$ cat config.mk
export PLATFORM = sky130hd
export DESIGN_NAME = accumulator_cpu_bus_master_top
export DESIGN_NICKNAME = d
export VERILOG_FILES = /design/src/rtl/acbm_pkg.sv /design/src/rtl/acbm_core.sv /design/src/rtl/accumulator_cpu_bus_master_top.sv
export SDC_FILE = /design/constraint.sdc
export NUM_CORES = 1
export LEC_CHECK = 0
export ABC_AREA = 1
export BUFFER_PORTS_ARGS = -buffer_cell sky130_fd_sc_hd__buf_2
export CORE_UTILIZATION = 45
export DETAILED_ROUTE_END_ITERATION = 10
export PLACE_DENSITY_LB_ADDON = 0.15
export SLEW_MARGIN = 10
export SYNTH_ARGS = -nofsm -noshare
export SYNTH_HDL_FRONTEND = slang
export SYNTH_HIERARCHICAL = 1
export SYNTH_SLANG_ARGS = --single-unit
export TNS_END_PERCENT = 10
$ cat constraint.sdc
create_clock -name i_clk -period 10.6 [get_ports i_clk]
set_input_delay 2.65 -clock i_clk [delete_from_list [all_inputs] [get_ports i_clk]]
set_output_delay 2.65 -clock i_clk [all_outputs]
set_load 0.01 [all_outputs]
$ cat src/rtl/acbm_pkg.sv
`default_nettype none

package acbm_pkg;

    localparam int unsigned AddrW   = 64;
    localparam int unsigned ByteW   = 8;
    localparam int unsigned StatusW = 3;

    // Input item selector.
    localparam logic IN_TICK = 1'b0;
    localparam logic IN_RESP = 1'b1;

    // Done status codes.
    localparam logic [StatusW-1:0] ST_OK      = 3'd0;
    localparam logic [StatusW-1:0] ST_INVALID = 3'd7;

    typedef enum logic [1:0] {
        KIND_CHECK = 2'd0,
        KIND_READ  = 2'd1,
        KIND_WRITE = 2'd2,
        KIND_DONE  = 2'd3
    } t_kind;

    typedef enum logic [2:0] {
        OP_NOP   = 3'd0,
        OP_LDI   = 3'd1,
        OP_LOAD  = 3'd2,
        OP_STORE = 3'd3,
        OP_JUMP  = 3'd4,
        OP_INC   = 3'd5,
        OP_DEC   = 3'd6,
        OP_HALT  = 3'd7
    } t_opcode;

    typedef enum logic [6:0] {
        PH_IDLE  = 7'b0000001,
        PH_CHECK = 7'b0000010,
        PH_OPC   = 7'b0000100,
        PH_IMM   = 7'b0001000,
        PH_ADDR  = 7'b0010000,
        PH_LOAD  = 7'b0100000,
        PH_STORE = 7'b1000000
    } t_phase;

    typedef struct packed {
        t_kind              kind;
        logic [AddrW-1:0]   bus_address;
        logic [ByteW-1:0]   write_byte;
        logic [StatusW-1:0] done_status;
        logic [ByteW-1:0]   accumulator;
        logic               halted;
    } t_result;

endpackage

`default_nettype wire

$ cat src/rtl/acbm_core.sv
`default_nettype none

module acbm_core
    import acbm_pkg::*;
(
    input  wire logic               i_clk,
    input  wire logic               i_rst_n,
    input  wire logic               i_cfg_wr_en,
    input  wire logic [AddrW-1:0]   i_cfg_wr_data,
    input  wire logic               i_step,
    input  wire logic               i_op,
    input  wire logic [StatusW-1:0] i_status,
    input  wire logic [ByteW-1:0]   i_data,
    output logic                    o_res_valid,
    output t_result                 o_res
);

    localparam logic [AddrW-1:0] PcMax = '1;

    t_phase           r_phase, n_phase;
    logic [AddrW-1:0] r_pc, n_pc;
    logic [ByteW-1:0] r_acc, n_acc;
    logic             r_halt, n_halt;
    t_opcode          r_instr, n_instr;
    logic [AddrW-1:0] r_gather, n_gather;
    logic [2:0]       r_byte_idx, n_byte_idx;

    logic [AddrW-1:0] pc_inc;
    logic [AddrW-1:0] gather_new;
    logic             res_valid;
    t_kind            res_kind;
    logic [AddrW-1:0] res_addr;
    logic [ByteW-1:0] res_wb;
    logic [StatusW-1:0] res_st;

    assign pc_inc = r_pc + AddrW'(1);

    always_comb begin
        gather_new = r_gather;
        gather_new[r_byte_idx*ByteW +: ByteW] = r_gather[r_byte_idx*ByteW +: ByteW] | i_data;
    end

    always_comb begin
        n_phase    = r_phase;
        n_pc       = r_pc;
        n_acc      = r_acc;
        n_halt     = r_halt;
        n_instr    = r_instr;
        n_gather   = r_gather;
        n_byte_idx = r_byte_idx;
        res_valid  = 1'b0;
        res_kind   = KIND_DONE;
        res_addr   = r_pc;
        res_wb     = '0;
        res_st     = ST_OK;

        if (i_op == IN_TICK) begin
            if (r_phase == PH_IDLE) begin
                res_valid = 1'b1;
                if (!r_halt) begin
                    n_phase  = PH_CHECK;
                    res_kind = KIND_CHECK;
                end
            end
        end else begin
            unique case (r_phase)
                PH_IDLE: begin
                end
                PH_CHECK: begin
                    res_valid = 1'b1;
                    n_phase   = PH_IDLE;
                    if (i_status != ST_OK) begin
                        res_st = i_status;
                    end else if (r_pc == PcMax) begin
                        n_halt = 1'b1;
                        res_st = ST_INVALID;
                    end else begin
                        n_phase  = PH_OPC;
                        res_kind = KIND_READ;
                    end
                end
                PH_OPC: begin
                    res_valid = 1'b1;
                    n_phase   = PH_IDLE;
                    if (i_status != ST_OK) begin
                        n_halt = 1'b1;
                        res_st = i_status;
                    end else begin
                        n_pc     = pc_inc;
                        res_addr = pc_inc;
                        if (i_data[ByteW-1:3] != '0) begin
                            n_halt = 1'b1;
                            res_st = ST_INVALID;
                        end else begin
                            n_instr = t_opcode'(i_data[2:0]);
                            case (t_opcode'(i_data[2:0]))
                                OP_LDI, OP_LOAD, OP_STORE, OP_JUMP: begin
                                    n_gather   = '0;
                                    n_byte_idx = '0;
                                    // Multi-byte ops read next byte unless pc_inc==PcMax.
                                    if (pc_inc == PcMax) begin
                                        n_halt = 1'b1;
                                        res_st = ST_INVALID;
                                    end else begin
                                        n_phase  = (i_data[2:0] == OP_LDI) ? PH_IMM : PH_ADDR;
                                        res_kind = KIND_READ;
                                    end
                                end
                                OP_INC:  n_acc  = r_acc + ByteW'(1);
                                OP_DEC:  n_acc  = r_acc - ByteW'(1);
                                OP_HALT: n_halt = 1'b1;
                                default: begin
                                end
                            endcase
                        end
                    end
                end
                PH_IMM: begin
                    res_valid = 1'b1;
                    n_phase   = PH_IDLE;
                    if (i_status != ST_OK) begin
                        n_halt = 1'b1;
                        res_st = i_status;
                    end else begin
                        n_acc    = i_data;
                        n_pc     = pc_inc;
                        res_addr = pc_inc;
                    end
                end
                PH_ADDR: begin
                    res_valid = 1'b1;
                    n_phase   = PH_IDLE;
                    if (i_status != ST_OK) begin
                        n_halt = 1'b1;
                        res_st = i_status;
                    end else begin
                        n_gather = gather_new;
                        n_pc     = pc_inc;
                        res_addr = pc_inc;
                        if (r_byte_idx != 3'd7) begin
                            n_byte_idx = r_byte_idx + 3'd1;
                            if (pc_inc == PcMax) begin
                                n_halt = 1'b1;
                                res_st = ST_INVALID;
                            end else begin
                                n_phase  = PH_ADDR;
                                res_kind = KIND_READ;
                            end
                        end else if (r_instr == OP_LOAD) begin
                            n_phase  = PH_LOAD;
                            res_kind = KIND_READ;
                            res_addr = gather_new;
                        end else if (r_instr == OP_STORE) begin
                            n_phase  = PH_STORE;
                            res_kind = KIND_WRITE;
                            res_addr = gather_new;
                            res_wb   = r_acc;
                        end else begin
                            // Jump: the done item reports the new pc.
                            n_pc     = gather_new;
                            res_addr = gather_new;
                        end
                    end
                end
                PH_LOAD: begin
                    res_valid = 1'b1;
                    n_phase   = PH_IDLE;
                    if (i_status != ST_OK) begin
                        n_halt = 1'b1;
                        res_st = i_status;
                    end else begin
                        n_acc = i_data;
                    end
                end
                PH_STORE: begin
                    res_valid = 1'b1;
                    n_phase   = PH_IDLE;
                    if (i_status != ST_OK) begin
                        n_halt = 1'b1;
                        res_st = i_status;
                    end
                end
                default: begin
                end
            endcase
        end
    end

    always_ff @(posedge i_clk) begin
        if (!i_rst_n) begin
            r_pc       <= '0;
            r_acc      <= '0;
            r_halt     <= 1'b0;
            r_phase    <= PH_IDLE;
            r_instr    <= OP_NOP;
            r_gather   <= '0;
            r_byte_idx <= '0;
        end else if (i_cfg_wr_en) begin
            r_pc       <= i_cfg_wr_data;
            r_acc      <= '0;
            r_halt     <= 1'b0;
            r_phase    <= PH_IDLE;
            r_instr    <= OP_NOP;
            r_gather   <= '0;
            r_byte_idx <= '0;
        end else if (i_step) begin
            r_pc       <= n_pc;
            r_acc      <= n_acc;
            r_halt     <= n_halt;
            r_phase    <= n_phase;
            r_instr    <= n_instr;
            r_gather   <= n_gather;
            r_byte_idx <= n_byte_idx;
        end
    end

    assign o_res_valid = i_step && res_valid;
    assign o_res = '{kind: res_kind, bus_address: res_addr, write_byte: res_wb,
                     done_status: res_st, accumulator: n_acc, halted: n_halt};

endmodule

`default_nettype wire

$ cat src/rtl/accumulator_cpu_bus_master_top.sv
// A result item is registered and presented on the master side in the cycle after its input
// item is accepted. Throughput: one item per cycle while m_axis_tready does not stall output;
// the single output register is refilled in the cycle it drains. Items that cause no result
// (stray tick or response) are consumed without output. Reset (synchronous, active low)
// clears pc, accumulator and halt flag to zero and empties the output register.
`default_nettype none

module accumulator_cpu_bus_master_top
    import acbm_pkg::*;
(
    input  wire logic               i_clk,
    input  wire logic               i_rst_n,
    input  wire logic               i_cfg_wr_en,
    input  wire logic [AddrW-1:0]   i_cfg_wr_data,
    input  wire logic               s_axis_tvalid,
    output logic                    s_axis_tready,
    input  wire logic [15:0]        s_axis_tdata,   // resp_status[2:0], resp_data[10:3]
    input  wire logic [0:0]         s_axis_tuser,   // opcode[0]
    output logic                    m_axis_tvalid,
    input  wire logic               m_axis_tready,
    output logic [87:0]             m_axis_tdata,   // bus_address[63:0], write_byte[71:64],
                                                    // done_status[74:72],
                                                    // accumulator_out[82:75], halted_out[83]
    output logic [1:0]              m_axis_tuser    // kind[1:0]
);

    logic    step;
    logic    res_valid;
    t_result res;
    logic    r_out_valid;
    t_result r_out;

    assign s_axis_tready = !r_out_valid || m_axis_tready;
    assign step          = s_axis_tvalid && s_axis_tready;

    acbm_core u_core (
        .i_clk         (i_clk),
        .i_rst_n       (i_rst_n),
        .i_cfg_wr_en   (i_cfg_wr_en),
        .i_cfg_wr_data (i_cfg_wr_data),
        .i_step        (step),
        .i_op          (s_axis_tuser[0]),
        .i_status      (s_axis_tdata[2:0]),
        .i_data        (s_axis_tdata[10:3]),
        .o_res_valid   (res_valid),
        .o_res         (res)
    );

    always_ff @(posedge i_clk) begin
        if (!i_rst_n) begin
            r_out_valid <= 1'b0;
        end else if (step) begin
            r_out_valid <= res_valid;
        end else if (m_axis_tready) begin
            r_out_valid <= 1'b0;
        end
    end

    always_ff @(posedge i_clk) begin
        if (res_valid) begin
            r_out <= res;
        end
    end

    assign m_axis_tvalid = r_out_valid;
    assign m_axis_tuser  = r_out.kind;
    assign m_axis_tdata  = {4'b0000, r_out.halted, r_out.accumulator, r_out.done_status,
                            r_out.write_byte, r_out.bus_address};

endmodule

`default_nettype wire
Word-level counts from Yosys, hierarchy flattened
Cells that the tools add are included.
{"block": "word_totals", "register_bits": 237, "in_bits": 86, "output_inout_bits": 92, "word_cells": 167}
{"block": "classes", "add_sub_neg": 5, "eq_ne": 27, "shifts": 3, "n_mux": 87, "bitwise": 7, "n_reduce_logical": 24}
{"operator": "64-bit two-way mux", "n": 15}
{"operator": "64-bit one-hot mux with 2 select lines", "n": 3}
{"operator": "64-bit == test (second input constant)", "n": 2}
{"operator": "7-bit two-way mux", "n": 12}
{"operator": "64-bit by 1-bit adder with 64-bit output (second input constant)", "n": 1}
{"operator": "64-bit bitwise mux", "n": 1}
{"operator": "8-bit by 34-bit variable shift with 64-bit output (first input constant)", "n": 1}
{"operator": "64-bit by 7-bit variable part select with 8-bit output", "n": 1}
{"operator": "8-bit by 34-bit variable part select with 64-bit output", "n": 1}
{"operator": "3-bit two-way mux", "n": 15}
{"operator": "6-bit negation with 34-bit output", "n": 1}
{"operator": "8-bit two-way mux", "n": 4}
{"operator": "8-bit one-hot mux with 2 select lines", "n": 2}
{"operator": "7-bit one-hot mux with 4 select lines", "n": 1}
{"operator": "2-bit two-way mux", "n": 12}
{"operator": "1-bit two-way mux", "n": 15}
{"operator": "3-bit by 2-bit == test with 1-bit output (second input constant)", "n": 4}
{"operator": "3-bit == test (second input constant)", "n": 4}
{"operator": "3-bit one-hot mux with 4 select lines", "n": 1}
{"operator": "6-bit OR reduction", "n": 2}
{"operator": "5-bit two-way mux", "n": 2}
{"operator": "2-bit nonzero test", "n": 5}
{"operator": "8-bit by 1-bit adder with 8-bit output (second input constant)", "n": 1}
{"operator": "2-bit != test (second input constant)", "n": 4}
{"operator": "other kinds (31)", "n": 43}

Logic depth before layout (Yosys ltp)
{"block": "logic_depth", "ltp_word": 12, "depth_mapped": 22, "depth_no_buf": 21}

Modules after synthesis
The synthesis kept the hierarchy.
{"module": "acbm_core", "n_inst": 1, "cells_each": 2651, "area_each_um2": 14899.3, "seq_area_each_um2": 3002.9}
{"module": "accumulator_cpu_bus_master_top", "n_inst": 1, "cells_each": 98, "area_each_um2": 2670.1, "seq_area_each_um2": 2602.5}

Least setup slack after synthesis
Ideal clock, no wire load.
{"block": "synth_timing", "path_kind": "input to register", "from": "input s_axis_tvalid", "to": "register r_out_valid (netlist: m_axis_tvalid)", "setup_ns": 0.086, "t_arrival_ns": 10.464, "path_slack_ns": 0.050, "stages": 6, "path_buffers": 1, "path_cell_list": "a21boi_1 -> clkinv_1 -> clkbuf_1 -> a211oi_1 -> nand2_1 -> a21oi_2"}
{"block": "synth_via", "elab_chain_len": 3, "elab_cells_between_ends": 4, "cone_classes": "mux: 1; reduce/logical: 3"}
{"element": "start: declaration", "line": "accumulator_cpu_bus_master_top.sv:15", "rtl": "input wire logic s_axis_tvalid,"}
{"element": "1-bit logical AND", "line": "accumulator_cpu_bus_master_top.sv:34", "rtl": "assign step = s_axis_tvalid && s_axis_tready;"}
{"element": "1-bit logical AND", "line": "acbm_core.sv:217", "rtl": "assign o_res_valid = i_step && res_valid;"}
{"element": "named net res_valid", "line": "accumulator_cpu_bus_master_top.sv:28", "rtl": "logic res_valid;"}
{"element": "1-bit two-way mux", "line": "accumulator_cpu_bus_master_top.sv:52", "rtl": "end else if (step) begin"}
{"element": "end signal: assignment", "line": "accumulator_cpu_bus_master_top.sv:53", "rtl": "r_out_valid <= res_valid;"}
{"element": "end: declaration", "line": "accumulator_cpu_bus_master_top.sv:30", "rtl": "logic r_out_valid;"}
The timed path passes the listed nets, and every way through them passes these cells.
A chain may end at the register's enable or synchronous reset.

==> results by group <==
Outcome
  – Run status: finished clean

Critical path
  – Crit-path cells: buf_2, nor3_4, buf_4, clkinv_2, nor2_1, buf_4, inv_1, buf_4, o21ai_0, a21oi_1, o21ai_0
  – Capturing point of the worst reg2reg path: m_axis_tdata[31]
  – Kind of critical path: in -> reg
  – Crit path buf inv count: 6
  – Largest stage delay, worst path: 790 ps
  – Worst Path Max Fanout: 50
  – CP required: 10,920 ps
  – Critical Path AT: 6710 ps
  – CP top delay family: buffers and inverters
  – Critical path launch point type: input port
  – Reg-to-reg slack, setup: 5830 ps
  – CP Capture Type: register
  – Crit-path slowest cell: clkinv_2
  – Worst Reg2Reg Path Length in Cells: 13
  – RR Startpoint: u_core/r_byte_idx[0]
  – Most used cell along the critical path: buf_4

Synthesis
  – YS warnings: 6
  – Synth Instances: 2,749
  – Top cell type's share of synthesized area: 17.2%
  – Async SR Flop Fraction: 0%
  – Flops & latches, synth: 237
  – Most common cell in the netlist: nand2_1
  – Seq/Total Area, Yosys: 31.9%
  – Main synth FF type: dfxtp_1
  – Post-synth top area cell: dfxtp_1
  – Synth top area cells: dfxtp_1 17%, nand2_1 16%, edfxtp_1 15%, o21ai_0 9.1%, a21oi_1 6.8%
  – Avg Inst Size Synth: 6.39 um^2
  – Number of synthesized flops with an enable pin: 86
  – Synth cell count leaders: 735 x nand2_1, 321 x o21ai_0, 280 x nor2_1
  – Number of distinct library cells after synthesis: 53
  – Synthesized area: 0.0176 mm^2

Global route
  – Total GRT Usage: 40.4%
  – Vias in the first global route: 18,900
  – Largest net degree at the start of global routing: 82
  – Overflow after GRT: 0
  – First-pass GRT wire length: 119 mm
  – Initial antenna violation count: 4

Detailed routing
  – Via Count: 20,700
  – Vias per cell: 6.15
  – WL final: 81.3 mm
  – WL/cell: 24.1 um
  – Drt first-iter violations: 2,582
  – TritonRoute pass-1 iters: 6
  – Routed Antenna Nets: 0
  – DRC: 0

Power and ir drop
  – Pwr dens: 123 mW/mm^2
  – Internal: 1.72 mW
  – Peak VDD IR: 0.000143 V
  – Net Sw Frac: 29.3%
  – Share of total power in combinational logic: 12.3%
  – Sw power: 712 uW
  – Clock power frac: 45.3%
  – Leak: 7.09 nW
  – Sequential Power Share: 42.4%

CTS
  – CTS root buf: clkbuf_16
  – PostCTS Resize Cnt: 0
  – CTS sink cnt: 237
  – H-Tree Depth: 1
  – CTS tree: built
  – CTS buffer count: 30
  – Worst-Skew Late Latency: 610 ps
  – Setup bufs post-CTS: 0
  – Bufs on Longest Clock Path: 3
  – Reg clk slew, reported paths: 60 ps
  – Hold-fix buffers at CTS: 0

Timing
  – Least-Margin Pin Slew: 1230 ps
  – Final worst setup slack: 4210 ps
  – Worst Clk Skew: 14.6 ps
  – TNS Setup: 0 ps
  – Max Clk Rate: 157 MHz
  – Final slew viol count: 0
  – Slew HR: 17.1%
  – Final hold viol count: 0
  – Tcrit/Tclk final: 60.3%
  – RSZ-0062 raised after global routing: no
  – Min Tclk post-route: 6390 ps
  – Final setup viols: 0

Layout
  – Design Area, Final: 0.0198 mm^2
  – Fillers: 3,977
  – Register area: 0.00561 mm^2
  – Area of the multi-input gates: 0.0103 mm^2
  – Layout area overhead: 12.6%
  – Layout net count: 2,924
  – Layout cells sized above 1: 11.8%

Worst hold path
  – Worst hold path cell count: 2
  – Hold Path Class: reg -> reg
  – Worst hold start: u_core/r_gather[32]
  – Hold Path Sink: u_core/r_gather[32]

Placement
  – Dpl ws: 3880 ps
  – GPL Wtd Cong: 1.01
  – HPWL after DPL: 57.5 mm
  – Post-DP Area: 0.0187 mm^2
  – # port buffers: 168

Die
  – Chip height: 200 um
  – I/O Pins: 178
  – Die Width: 200 um
  – Die Area: 0.0398 mm^2
  – Core outline area: 0.0386 mm^2
  – Site Rows: 72
  – Starting density of the core: 45.6%

Run
  – Maxcap violations: 0
-- routing by layer --
layer / global-route usage [%] / wire (um)
met5: 0 / 0
met3: 6.23 / 8030
met2: 60.1 / 34400
met1: 54.6 / 33400
met4: 25.1 / 5520
-- kinds of logic after synthesis --
kind of cell	share of synthesized area, %
xor+xnor	0.733
compound gates	27.7
fa+ha+maj	0.969
flops	31.9
simple gates	28.9
other cells	0.0213
buf+inv	9.71
-- state kept, by name, indices dropped and copies added, names as in the netlist --
| signal | flops |
|---|---|
| m_axis_tuser | 2 |
| u_core/r_acc | 8 |
| u_core/r_instr | 3 |
| u_core/r_phase | 7 |
| u_core/r_byte_idx | 3 |
| u_core/r_gather | 64 |
| m_axis_tvalid | 1 |
| m_axis_tdata | 84 |
| u_core/r_pc | 64 |
| u_core/r_halt | 1 |
-- layout make-up --
type	instances	area share, %
inverter	288	5.48
multi-input combinational	2070	52.2
antenna	4	0.0506
clock inverter	19	1.17
tap	518	3.28
clock buffer	37	4.08
sequential	237	28.4
timing repair buffer	198	5.39
-- worst max-delay path by stage --
| stage | cells after the start | end | from |
|---|---|---|---|
| finish | 11 | m_axis_tdata[31] | s_axis_tdata[2] |
| global placement | 11 | m_axis_tdata[31] | s_axis_tdata[2] |
| floorplan | 6 | m_axis_tvalid | s_axis_tvalid |
| detailed placement | 11 | m_axis_tdata[31] | s_axis_tdata[2] |
| global route | 11 | m_axis_tdata[31] | s_axis_tdata[2] |
| CTS | 11 | m_axis_tdata[31] | s_axis_tdata[2] |
-- worst register-to-register path, cell delays in order (launching register included) --
cell and delay (ps):
dfxtp_2 310, buf_4 600, clkinv_1 490, ha_1 350, ha_1 230, nor3_1 180
inv_1 70, nor2_1 80, inv_1 60, nor2_1 800, o21ai_0 430, inv_1 250
a21oi_1 80, o21ai_0 540
-- placed cells by master, fill, tap and decap left out, types with 25 or more instances in the layout --
cell and n:
a21oi_1 237, buf_2 168, edfxtp_1 86, inv_1 266, nand3_1 95, o211ai_1 50, a22oi_1 52, buf_4 30
o21ai_0 321, nor2_1 276, nand2_1 733, a221oi_1 34, dfxtp_1 150, nand4_1 25, a31oi_1 30, clkbuf_16 30
o221ai_1 65
-- power by group through the flow --
stage	combinational (mW)	clock, mW	sequential (mW)
CTS	0.293	1.10	1.03
finish	0.300	1.10	1.03
detailed placement	0.291	0	1.05
global route	0.327	1.14	1.03
global placement	0.286	0	1.05
floorplan	0.175	0	1.04
-- per-stage QoR --
step	hold WS, ps	power (mW)	util [%]	instances
final	466	2.43	51.3	3371
after global routing	485	2.49	51.3	3369
after detailed placement	453	1.34	48.6	3311
after CTS	462	2.42	51.3	3367
after floorplan	429	1.22	-	2752
after global placement	439	1.33	48.6	3311
(Power assumes the default switching activity.)
